$ cat src/rtl/assert_macros.svh
// Assertion macros used by the top level of the task picker.
`ifndef ASSERT_MACROS_SVH
`define ASSERT_MACROS_SVH

// Checks that the consequent holds in the same cycle as the antecedent.
`define ASSERT_IMPLIES(name, clk, rst, ante, cons) \
   name: assert property (@(posedge clk) disable iff (rst) (ante) |-> (cons)) \
      else $error("implication check failed");

// Checks that the condition never holds out of reset.
`define ASSERT_NEVER(name, clk, rst, cond) \
   name: assert property (@(posedge clk) disable iff (rst) !(cond)) \
      else $error("forbidden condition seen");

`endif

$ cat src/rtl/tsp_pkg.sv
// Types and constants shared by the task picker modules.
`default_nettype none

package tsp_pkg;

   localparam int unsigned PRIO_W = 8;
   localparam logic [PRIO_W-1:0] INIT_SLICE = 8'd10;

   typedef struct packed {
      logic [PRIO_W-1:0] prio;
      logic [PRIO_W-1:0] ticks;
   } task_word_type;

   typedef struct packed {
      logic              clear;
      logic              strobe;
      logic [PRIO_W-1:0] value;
      task_word_type     word;
   } scan_ctl_type;

endpackage

`default_nettype wire

$ cat src/rtl/tsp_ram.sv
// Generic single-write, single-read memory with a registered read port.
`default_nettype none

module tsp_ram #(
   parameter int WIDTH = 16,
   parameter int DEPTH = 64
) (
   input  logic                     clock,
   input  logic                     wr_en,
   input  logic [$clog2(DEPTH)-1:0] wr_addr,
   input  logic [WIDTH-1:0]         wr_data,
   input  logic                     rd_en,
   input  logic [$clog2(DEPTH)-1:0] rd_addr,
   output logic [WIDTH-1:0]         rd_data
);

   logic [WIDTH-1:0] mem_ff [DEPTH];
   logic [WIDTH-1:0] rd_data_ff;

   always_ff @(posedge clock) begin
      if (wr_en) begin
         mem_ff[wr_addr] <= wr_data;
      end
      if (rd_en) begin
         rd_data_ff <= mem_ff[rd_addr];
      end
   end

   assign rd_data = rd_data_ff;

endmodule

`default_nettype wire

$ cat src/rtl/tsp_scan.sv
// Shared compare unit that tracks the largest value seen during a slot scan.
`default_nettype none

module tsp_scan #(
   parameter int IDX_W = 6
) (
   input  logic                        clock,
   input  tsp_pkg::scan_ctl_type       ctl,
   input  logic [IDX_W-1:0]            cand_idx,
   output logic [tsp_pkg::PRIO_W-1:0]  best_value,
   output logic [IDX_W-1:0]            best_idx,
   output tsp_pkg::task_word_type      best_word
);

   logic [tsp_pkg::PRIO_W-1:0] best_ff;
   logic [tsp_pkg::PRIO_W-1:0] best_in;
   logic [IDX_W-1:0]           idx_ff;
   logic [IDX_W-1:0]           idx_in;
   tsp_pkg::task_word_type     word_ff;
   tsp_pkg::task_word_type     word_in;
   logic                       take;

   // Strictly greater keeps the lowest-numbered slot on a tie.
   assign take = ctl.strobe && (ctl.value > best_ff);

   always_comb begin
      best_in = best_ff;
      idx_in  = idx_ff;
      word_in = word_ff;
      if (ctl.clear) begin
         best_in = '0;
         idx_in  = '0;
         word_in = '0;
      end else if (take) begin
         best_in = ctl.value;
         idx_in  = cand_idx;
         word_in = ctl.word;
      end
   end

   always_ff @(posedge clock) begin
      best_ff <= best_in;
      idx_ff  <= idx_in;
      word_ff <= word_in;
   end

   assign best_value = best_ff;
   assign best_idx   = idx_ff;
   assign best_word  = word_ff;

endmodule

`default_nettype wire

$ cat src/rtl/time_slice_task_picker.sv
// Top level of the time-slice task picker: slot table, scan sequencer and result register.
//
//   Channel  Direction  Handshake              Contents
//   req_     in         req_tvalid/req_tready  tuser mode; tdata priority, slot, privilege
//   rsp_     out        rsp_tvalid/rsp_tready  tdata pick, ticks, flags
//
// A tick word with a nonzero privilege level scans the slot memory once, one slot per
// cycle; when every valid slot is out of ticks a refill scan follows. A tick word at
// privilege level zero is taken without a response. After reset slot zero holds ten
// ticks at priority ten. A word is taken while an earlier result still waits; the
// sequencer holds its finished result until the output register is free.
`default_nettype none
`include "assert_macros.svh"

module time_slice_task_picker #(
   parameter int TASK_SLOTS = 64
) (
   input  logic        clock,
   input  logic        reset,
   input  logic        req_tvalid,
   output logic        req_tready,
   input  logic [0:0]  req_tuser,  // mode
   input  logic [23:0] req_tdata,  // privilege_level, slot, task_priority
   output logic        rsp_tvalid,
   input  logic        rsp_tready,
   output logic [23:0] rsp_tdata   // picked_slot, ticks_left, refilled, none_ready, create_ok
);

   localparam int SW = $clog2(TASK_SLOTS);
   localparam int CW = $clog2(TASK_SLOTS + 1);
   localparam logic [SW-1:0] LAST_IDX = SW'(TASK_SLOTS - 1);
   localparam logic [CW-1:0] SLOT_CNT = CW'(TASK_SLOTS);
   localparam logic [7:0]    SLOT_LIM = 8'(TASK_SLOTS);

   localparam logic [2:0] ST_IDLE   = 3'd0;
   localparam logic [2:0] ST_SCAN1  = 3'd1;
   localparam logic [2:0] ST_DECIDE = 3'd2;
   localparam logic [2:0] ST_SCAN2  = 3'd3;
   localparam logic [2:0] ST_FIN    = 3'd4;

   logic [2:0]            state_ff, state_in;
   logic [CW-1:0]         cnt_ff, cnt_in;
   logic                  rd_vld_ff, rd_vld_in;
   logic [SW-1:0]         rd_idx_ff, rd_idx_in;
   logic [TASK_SLOTS-1:0] valid_ff, valid_in;
   logic [TASK_SLOTS-1:0] written_ff, written_in;
   logic                  create_ff, create_in;
   logic                  ok_ff, ok_in;
   logic                  refill_ff, refill_in;
   logic                  rsp_tvalid_ff, rsp_tvalid_in;
   logic [23:0]           rsp_data_ff, rsp_data_in;

   logic                   accept;
   logic                   req_mode;
   logic [1:0]             req_priv;
   logic [6:0]             req_slot;
   logic [7:0]             req_prio;
   logic                   slot_ok;
   logic                   scanning;
   logic                   issue;
   logic                   out_free;
   logic                   fin_load;
   logic                   none_ready;
   logic                   cur_valid;
   tsp_pkg::task_word_type ram_rd;
   tsp_pkg::task_word_type cur_word;
   tsp_pkg::task_word_type wr_word;
   logic                   wr_en;
   logic [SW-1:0]          wr_addr;
   tsp_pkg::scan_ctl_type  scan_ctl;
   logic [7:0]             best_value;
   logic [SW-1:0]          best_idx;
   tsp_pkg::task_word_type best_word;
   logic [6:0]             pick_wide;
   logic [7:0]             dec_ticks;

   assign req_mode = req_tuser[0];
   assign req_priv = req_tdata[1:0];
   assign req_slot = req_tdata[8:2];
   assign req_prio = req_tdata[16:9];

   assign req_tready = (state_ff == ST_IDLE);
   assign accept     = req_tvalid && req_tready;
   assign slot_ok    = ({1'b0, req_slot} < SLOT_LIM);
   assign scanning   = (state_ff == ST_SCAN1) || (state_ff == ST_SCAN2);
   assign issue      = scanning && (cnt_ff != SLOT_CNT);
   assign out_free   = !rsp_tvalid_ff || rsp_tready;
   assign fin_load   = (state_ff == ST_FIN) && out_free;
   assign none_ready = (best_value == '0);

   // A slot never written since reset reads as its reset contents.
   always_comb begin
      if (written_ff[rd_idx_ff]) begin
         cur_word = ram_rd;
      end else if (rd_idx_ff == '0) begin
         cur_word = '{prio: tsp_pkg::INIT_SLICE, ticks: tsp_pkg::INIT_SLICE};
      end else begin
         cur_word = '0;
      end
   end
   assign cur_valid = valid_ff[rd_idx_ff];

   always_comb begin
      scan_ctl.clear  = (accept && !req_mode) ||
                        ((state_ff == ST_DECIDE) && none_ready);
      scan_ctl.strobe = scanning && rd_vld_ff && cur_valid;
      if (state_ff == ST_SCAN1) begin
         scan_ctl.value = cur_word.ticks;
         scan_ctl.word  = cur_word;
      end else begin
         scan_ctl.value = cur_word.prio;
         scan_ctl.word  = '{prio: cur_word.prio, ticks: cur_word.prio};
      end
   end

   assign dec_ticks = best_word.ticks - 8'd1;
   assign pick_wide = 7'(best_idx);

   // The three writers of the slot memory belong to different states.
   always_comb begin
      wr_en   = 1'b0;
      wr_addr = '0;
      wr_word = '0;
      if (accept && req_mode && slot_ok) begin
         wr_en   = 1'b1;
         wr_addr = req_slot[SW-1:0];
         wr_word = '{prio: req_prio, ticks: req_prio};
      end else if ((state_ff == ST_SCAN2) && rd_vld_ff && cur_valid) begin
         wr_en   = 1'b1;
         wr_addr = rd_idx_ff;
         wr_word = '{prio: cur_word.prio, ticks: cur_word.prio};
      end else if (fin_load && !create_ff && !none_ready) begin
         wr_en   = 1'b1;
         wr_addr = best_idx;
         wr_word = '{prio: best_word.prio, ticks: dec_ticks};
      end
   end

   always_comb begin
      valid_in   = valid_ff;
      written_in = written_ff;
      if (wr_en) begin
         written_in[wr_addr] = 1'b1;
         if (accept) begin
            valid_in[wr_addr] = 1'b1;
         end
      end
   end

   always_comb begin
      state_in  = state_ff;
      cnt_in    = cnt_ff;
      create_in = create_ff;
      ok_in     = ok_ff;
      refill_in = refill_ff;
      rd_vld_in = issue;
      rd_idx_in = issue ? cnt_ff[SW-1:0] : rd_idx_ff;
      if (issue) begin
         cnt_in = cnt_ff + 1'b1;
      end
      unique case (state_ff)
         ST_IDLE: begin
            if (accept) begin
               create_in = req_mode;
               ok_in     = req_mode && slot_ok;
               refill_in = 1'b0;
               cnt_in    = '0;
               if (req_mode) begin
                  state_in = ST_FIN;
               end else if (req_priv != 2'd0) begin
                  state_in = ST_SCAN1;
               end
            end
         end
         ST_SCAN1: begin
            if (rd_vld_ff && (rd_idx_ff == LAST_IDX)) begin
               state_in = ST_DECIDE;
            end
         end
         ST_DECIDE: begin
            if (none_ready) begin
               state_in  = ST_SCAN2;
               refill_in = 1'b1;
               cnt_in    = '0;
            end else begin
               state_in = ST_FIN;
            end
         end
         ST_SCAN2: begin
            if (rd_vld_ff && (rd_idx_ff == LAST_IDX)) begin
               state_in = ST_FIN;
            end
         end
         ST_FIN: begin
            if (out_free) begin
               state_in = ST_IDLE;
            end
         end
         default: begin
            state_in = ST_IDLE;
         end
      endcase
   end

   always_comb begin
      rsp_data_in   = rsp_data_ff;
      rsp_tvalid_in = rsp_tvalid_ff && !rsp_tready;
      if (fin_load) begin
         rsp_tvalid_in = 1'b1;
         if (create_ff) begin
            rsp_data_in = {7'd0, ok_ff, 16'd0};
         end else if (none_ready) begin
            rsp_data_in = {7'd0, 1'b0, 1'b1, refill_ff, 8'd0, 6'd0};
         end else begin
            rsp_data_in = {7'd0, 1'b0, 1'b0, refill_ff, dec_ticks, pick_wide[5:0]};
         end
      end
   end

   always_ff @(posedge clock) begin
      if (reset) begin
         state_ff      <= ST_IDLE;
         rd_vld_ff     <= 1'b0;
         valid_ff      <= TASK_SLOTS'(1);
         written_ff    <= '0;
         rsp_tvalid_ff <= 1'b0;
      end else begin
         state_ff      <= state_in;
         rd_vld_ff     <= rd_vld_in;
         valid_ff      <= valid_in;
         written_ff    <= written_in;
         rsp_tvalid_ff <= rsp_tvalid_in;
      end
   end

   always_ff @(posedge clock) begin
      cnt_ff      <= cnt_in;
      rd_idx_ff   <= rd_idx_in;
      create_ff   <= create_in;
      ok_ff       <= ok_in;
      refill_ff   <= refill_in;
      rsp_data_ff <= rsp_data_in;
   end

   tsp_ram #(
      .WIDTH (2 * tsp_pkg::PRIO_W),
      .DEPTH (TASK_SLOTS)
   ) u_slot_ram (
      .clock   (clock),
      .wr_en   (wr_en),
      .wr_addr (wr_addr),
      .wr_data (wr_word),
      .rd_en   (issue),
      .rd_addr (cnt_ff[SW-1:0]),
      .rd_data (ram_rd)
   );

   tsp_scan #(
      .IDX_W (SW)
   ) u_scan (
      .clock      (clock),
      .ctl        (scan_ctl),
      .cand_idx   (rd_idx_ff),
      .best_value (best_value),
      .best_idx   (best_idx),
      .best_word  (best_word)
   );

   assign rsp_tvalid = rsp_tvalid_ff;
   assign rsp_tdata  = rsp_data_ff;

   `ASSERT_IMPLIES(a_none_means_refill, clock, reset, rsp_tvalid && rsp_tdata[15], rsp_tdata[14])
   `ASSERT_IMPLIES(a_create_fields_zero, clock, reset, rsp_tvalid && rsp_tdata[16], rsp_tdata[15:0] == 16'd0)
   `ASSERT_IMPLIES(a_refill_scan_flag, clock, reset, state_ff == ST_SCAN2, refill_ff)
   `ASSERT_NEVER(a_read_outside_scan, clock, reset, rd_vld_ff && !scanning)

endmodule

`default_nettype wire
$ cat config.mk
export PLATFORM = sky130hd
export DESIGN_NAME = time_slice_task_picker
export DESIGN_NICKNAME = d
export VERILOG_FILES = /design/src/rtl/tsp_pkg.sv /design/src/rtl/tsp_ram.sv /design/src/rtl/tsp_scan.sv /design/src/rtl/time_slice_task_picker.sv
export VERILOG_INCLUDE_DIRS = /design/src /design/src/rtl
export SDC_FILE = /design/constraint.sdc
export NUM_CORES = 1
export LEC_CHECK = 0
export BUFFER_PORTS_ARGS = -buffer_cell sky130_fd_sc_hd__buf_2
export CORE_MARGIN = 1
export CORE_UTILIZATION = 40
export CTS_CLUSTER_DIAMETER = 30
export CTS_CLUSTER_SIZE = 28
export DETAILED_ROUTE_END_ITERATION = 6
export GPL_TIMING_DRIVEN = 0
export PLACE_DENSITY = 0.61
export SYNTH_ARGS = -nofsm -noshare
export SYNTH_HDL_FRONTEND = slang
export SYNTH_SLANG_ARGS = --single-unit
$ cat constraint.sdc
create_clock -name clock -period 7.75 [get_ports clock]
set_input_delay 0 -clock clock [delete_from_list [all_inputs] [get_ports clock]]
set_output_delay 0 -clock clock [all_outputs]
set_load 0.1 [all_outputs]
==> impl_metrics.json, run 1 <==
{
  "core_sq_um": 120000,
  "clock-sinks": 1228,
  "synth_area_leaders": "edfxtp_1, mux4_2, dfxtp_1, o2bb2ai_1, nor2_1",
  "synth_top_family_by_area": "multiplexers",
  "synth.largest_area_cell": "edfxtp_1",
  "dpl-instance-area_sq_um": 51600,
  "tritoncts": "yes",
  "fin_area_sq_um": 59800,
  "path_cells": "buf_2, buf_4, buf_2, mux4_2, o31ai_1, a21oi_1, a31oi_2, clkbuf_1, a21oi_1, ha_1, o21a_1, o21a_1, o21ai_0, a221o_1, a21oi_1, buf_2, mux2i_1, nor2_1",
  "antenna_found_initial": 2,
  "ios": 55,
  "fp.dieH_um": 350,
  "synthAdderAreaFrac": 0.00285,
  "yosysWarningCount": 0,
  "dr.first_iter.drc_count": 2595,
  "relSlewSlack": 0.137,
  "critPathKind": "reg -> reg",
  "synth-xor-area-share": 0.00217,
  "post-cts-setup-buffer-count": 0,
  "finalCritPeriodShare": 0.696,
  "fin_tns_setup_ns": 0,
  "worst_pin_slew_ns": 1.30,
  "required_ns": 8.43,
  "maxSlewViolCount": 0,
  "num_vias": 25600,
  "synthArstFlopShare": 0,
  "final_cells": 4556,
  "synth_cell_types": 74,
  "outcome": "finished clean",
  "drc": 0,
  "avgSynthCellArea_sq_um": 20.3,
  "root_buffer": "clkbuf_16",
  "die_w_um": 350,
  "initial_core_util": 0.403,
  "p_leak_nw": 19.3,
  "total_power_mw": 20.3,
  "pwr_density_cell_nw_per_um2": 340,
  "synth_compound_gate_area_share": 0.0430,
  "synth_edf_count": 1066,
  "cpMaxStageDelayCell": "a31oi_2",
  "ys_top_cells_by_count": "edfxtp_1, mux4_2, dfxtp_1",
  "fillers": 9584,
  "fp-row-count": 127,
  "grt_pass1_vias": 26400,
  "area_growth_pct": 23.8,
  "rsz0062_at_grt": "false",
  "cp-start-kind": "register",
  "synth.cell_area_sq_um": 48300,
  "fmax_ghz": 0.186,
  "yosysSeqAreaShare": 0.729,
  "ys_ff_latch": 1228,
  "yosysMostFrequentCell": "edfxtp_1",
  "clock_path_buffers": 3,
  "synthSimpleGateAreaFrac": 0.0307,
  "worst_setup_path_end_kind": "register",
  "path_clk_slew_ns": 0.05,
  "wirelength_mm": 123,
  "crit_path_max_incr_delay_ns": 0.56,
  "ir_drop_mv": 0.238,
  "synth.area.mux_share": 0.174,
  "viasPerCell": 5.61,
  "hold_class": "in -> reg",
  "dr.pass1.iters": 5,
  "worst_clock_skew_ns": 0.0338,
  "nets": 2782,
  "cts_max_level": 4,
  "synth_ff_type": "edfxtp_1",
  "drv_cap": 0,
  "die-area_sq_um": 122000,
  "io_buffers": 39,
  "grt_max_degree": 65,
  "grt_pass1_wl_mm": 181,
  "ant_nets": 0,
  "cts_buffers": 231,
  "syn_inst": 2381,
  "avgRoutedWirePerCell_um": 27.1,
  "cp_max_fo": 10,
  "dp_cells": 4098,
  "hpwl_mm": 83.5,
  "routabilityCongestion": 0.888,
  "overflow": 0,
  "final_util": 0.499,
  "cp_data_arrival_time_ns": 6.07,
  "setup_viol_count_final": 0,
  "finalCriticalPeriod_ns": 5.39,
  "synth_top_area_frac": 0.662,
  "drive_gt1_frac": 0.336,
  "clk_latency_ns": 0.82,
  "grt_usage": 0.205,
  "hold_viol": 0
}
[power breakdown]
group | total, mW | internal [mW] | switching, mW
combinational | 2.80 | 1.09 | 1.71
sequential | 7.43 | 7.37 | 0.0509
clock | 10.1 | 6.64 | 3.45
[layout by cell type, fill, tap and decap left out, drive strengths merged, types with 7 or more instances in the layout]
cell and instances:
and2 13, dlygate4sd3 23, conb 7, nor2 110, o21ai 19, edfxtp 1066, nor2b 10, nand3 26
or3b 7, nor3 9, dfxtp 162, xnor2 7, ha 11, inv 63, clkinv 90, a21oi 31
o2bb2ai 120, buf 169, nand2b 24, nand2 64, mux4 353, nand3b 10, bufinv 32, o31ai 9
clkbuf 347, a22oi 11, mux2i 39, clkinvlp 23, nand4 9, o211ai 14
[path summary, 6_finish.rpt]
path	from	end	slack (ns)	cells after the start
min	req_tdata[10]	u_slot_ram.mem_ff[30][1]	0.07	3
max reg2reg	rd_idx_ff[1]	u_scan.best_idx[3]	2.36	18
max	rd_idx_ff[1]	u_scan.best_idx[3]	2.36	18
min reg2reg	written_ff[32]	written_ff[32]	0.44	2
[layout make-up]
class	instances	area (sq um)	area share
sequential	1228	35300	0.589
clock inverter	176	2030	0.0340
tap	1612	2020	0.0337
antenna	1	2.50	0.0000418
clock buffer	258	5980	0.0999
timing repair buffer	122	1200	0.0201
inverter	32	120	0.00201
buffer	159	761	0.0127
multi-input combinational	968	12500	0.208
[flip-flops by register name, indices dropped and copies added (netlist names)]
signal / flops
ok_ff: 1
valid_ff: 64
rd_vld_ff: 1
cnt_ff: 7
state_ff: 3
u_scan.best_idx: 6
create_ff: 1
refill_ff: 1
rsp_tvalid: 1
rsp_tdata: 17
u_scan.best_word: 16
u_slot_ram.rd_data: 16
u_slot_ram.mem_ff: 1024
rd_idx_ff: 6
written_ff: 64
[repair_timing]
item	CTS	global route
gates resized for setup	0	0
hold buffers	23	0
endpoints found under the hold margin	202	0
[cells by family after synthesis]
family	after synthesis
flip-flops	1228
AO/OA/AOI/OAI	243
multiplexers	397
adder cells (fa/ha/maj)	11
other	1
AND/OR/NAND/NOR	298
buffers and inverters	191
XOR/XNOR	12
[worst max-delay path, delay by kind of cell, from the launching register on]
kind | cells | cell delay [ns]
multiplexers | 2 | 0.64
adder cells (fa/ha/maj) | 1 | 0.33
AND/OR/NAND/NOR | 1 | 0.06
AO/OA/AOI/OAI | 9 | 2.21
flip-flops | 1 | 0.33
buffers and inverters | 5 | 1.66
[routing by layer]
metal | global-route usage | share of wire | vias up
li1 | - | - | 10700
met1 | 0.278 | 0.42 | 13600
met2 | 0.332 | 0.49 | 1022
met3 | 0.0409 | 0.065 | 211
met4 | 0.0673 | 0.026 | 0
met5 | 0 | 0 | -
[through the flow]
stage | worst slack, ns | hold WS [ns]
finish | 2.36 | 0.0726
global route | 2.13 | 0.0769
global placement | -0.580 | 0.261
detailed placement | 2.51 | 0.263
CTS | 2.50 | 0.00701
floorplan | 2.15 | 0.0989
Power figures use the tool's default switching activity.
==> run 2, diff against run 1 <==
==> constraint.sdc (replaced) <==
create_clock -name clock -period 5.1 [get_ports clock]
set_input_delay 0 -clock clock [delete_from_list [all_inputs] [get_ports clock]]
set_output_delay 0 -clock clock [all_outputs]
set_load 0.1 [all_outputs]
==> impl_metrics.json, run 2 (synthesized netlist as in run 1, its figures left out) <==
{
  "pwr-share-seq": 0.366,
  "worst_pin_slew_ns": 1.23,
  "path_cells": "buf_2, nor2_1, and3_1, and2_0, buf_2, clkbuf_1, a22oi_1, o211ai_2, nand3_1, clkbuf_2, nor2_2",
  "nets": 2765,
  "grt_pass1_wl_mm": 178,
  "final_cell_mix": "edfxtp_1, mux4_2, clkbuf_16",
  "wirelength_mm": 122,
  "core_sq_um": 120000,
  "tritoncts": "yes",
  "hold_path_depth": 3,
  "overflow": 0,
  "fmax_ghz": 0.199,
  "finalCritPeriodShare": 0.984,
  "path_clk_slew_ns": 0.05,
  "clkPwrFrac": 0.496,
  "cp_max_fo": 19,
  "cp-start-kind": "register",
  "area_growth_pct": 23.6,
  "fillers": 9547,
  "path_buf_inv": 4,
  "finalCriticalPeriod_ns": 5.02,
  "layout_commonest_cell": "edfxtp_1",
  "crit_path_max_incr_delay_ns": 0.94,
  "num_vias": 25400,
  "ant_nets": 0,
  "initial_core_util": 0.403,
  "antenna_found_initial": 4,
  "regMostFlops": "u_slot_ram.mem_ff",
  "cp_data_arrival_time_ns": 5.45,
  "drc": 0,
  "whs_ns": 0.0718,
  "clock-sinks": 1228,
  "ios": 55,
  "worst_clock_skew_ns": 0.0526,
  "clk_latency_ns": 0.82,
  "dr.pass1.iters": 5,
  "io_buffers": 39,
  "hold_class": "in -> reg",
  "fp-row-count": 127,
  "fp.dieH_um": 350,
  "relSlewSlack": 0.178,
  "pwr_density_cell_nw_per_um2": 516,
  "routabilityCongestion": 0.905,
  "top_regs": "u_slot_ram.mem_ff (1024), valid_ff (64), written_ff (64)",
  "multi_input_area_sq_um": 12500,
  "p_int_mw": 22.9,
  "fin_tns_setup_ns": 0,
  "outcome": "finished clean",
  "rsz0062_at_grt": "true",
  "die-area_sq_um": 122000,
  "clock_path_buffers": 3,
  "required_ns": 5.53,
  "cp_num_cells": 11,
  "grt_max_degree": 65,
  "drive_gt1_frac": 0.335,
  "largest_reg_flops": 1024,
  "critPathMostFrequentCell": "buf_2",
  "dr.first_iter.drc_count": 2493,
  "cpMaxStageDelayCell": "nor2_2",
  "cts_buffers": 220,
  "worst_setup_path_end_kind": "register",
  "grt_pass1_vias": 26200,
  "total_power_mw": 30.8,
  "rr_worst_depth": 11,
  "die_w_um": 350,
  "cts_max_level": 4,
  "grt_usage": 0.202,
  "setup_viol_count_final": 0,
  "hold_viol": 0,
  "critPathKind": "reg -> reg",
  "viasPerCell": 5.59,
  "hpwl_mm": 82.1,
  "crit_family": "simple AND/OR/NAND/NOR gates",
  "dpl-instance-area_sq_um": 51500,
  "maxSlewViolCount": 0,
  "seqCellArea_sq_um": 35300,
  "fin_area_sq_um": 59700,
  "switching_share": 0.256,
  "p_sw_mw": 7.90,
  "root_buffer": "clkbuf_16",
  "ir_drop_mv": 0.351,
  "comb_power_share": 0.139,
  "p_leak_nw": 19.2,
  "avgRoutedWirePerCell_um": 26.9,
  "drv_cap": 0
}
[run 2: cell types whose count changed in the layout (fill, tap and decap cells not counted), moves of 7 or more]
cell	previous run	this run
buf_8	20	12
clkbuf_16	234	226
clkinv_1	33	25
clkinv_4	18	25
inv_6	30	22
nor2_2	55	43
nor2_4	0	12
[run 2: what timing repair did]
item                                    CTS  global route
hold buffers                             22             0
setup buffers                             0             3
pin swaps                                 0             1
endpoints found under the setup margin   12           423
resized for setup                         1            21
cloned                                    0             0
hold endpoints to repair                152             0
[run 2: worst register-to-register path: cells and delay by family (launching register included)]
family	cells	cell delay, ns
DFF	1	0.29
buffers and inverters	4	1.39
and+or+nand+nor	5	2.52
AOI/OAI and AO/OA	2	0.44
[run 2: metal layers]
metal  share of wire  up-vias  wire [um]  track usage
met5        0.000090        -         11            0
met4           0.035        2       4270       0.0826
met3           0.070      222       8510       0.0403
met2            0.49      980      59300        0.322
met1            0.41    13500      49900        0.273
li1                -    10700          -            -
[run 2: power groups by stage]
stage	clock network (mW)	registers, mW	logic [mW]
3_5_place_dp	0	11.5	4.23
4_1_cts	15.4	11.3	4.28
6_report	15.3	11.3	4.27
5_1_grt	15.9	11.3	4.48
3_3_place_gp	0	11.5	4.09
2_1_floorplan	0	11.6	2.61
[run 2: per-stage QoR]
stage	setup slack (ns)	cells	utilization
final	0.0818	4536	0.499
after global routing	-0.189	4534	0.498
after CTS	0.0406	4531	0.498
after detailed placement	-0.130	4090	0.429
after global placement	-3.16	4038	0.422
after floorplan	0.0688	2387	-
[run 2: worst paths after layout]
kind | startpoint | to | slack [ns]
min | req_tdata[10] | u_slot_ram.mem_ff[29][1] | 0.07
max reg2reg | state_ff[0] | u_slot_ram.mem_ff[47][5] | 0.08
max | state_ff[0] | u_slot_ram.mem_ff[47][5] | 0.08
min reg2reg | cnt_ff[2] | rd_idx_ff[2] | 0.44
[run 2: final cells by class]
class,instances,share of cell area
diodes,2,0.0000838
plain buffers,159,0.0128
clock buffers,249,0.0965
clock inverters,170,0.0364
inverters,32,0.00201
multi-input cells,968,0.210
flip-flops and latches,1228,0.590
well taps,1612,0.0338
repair buffers,116,0.0182
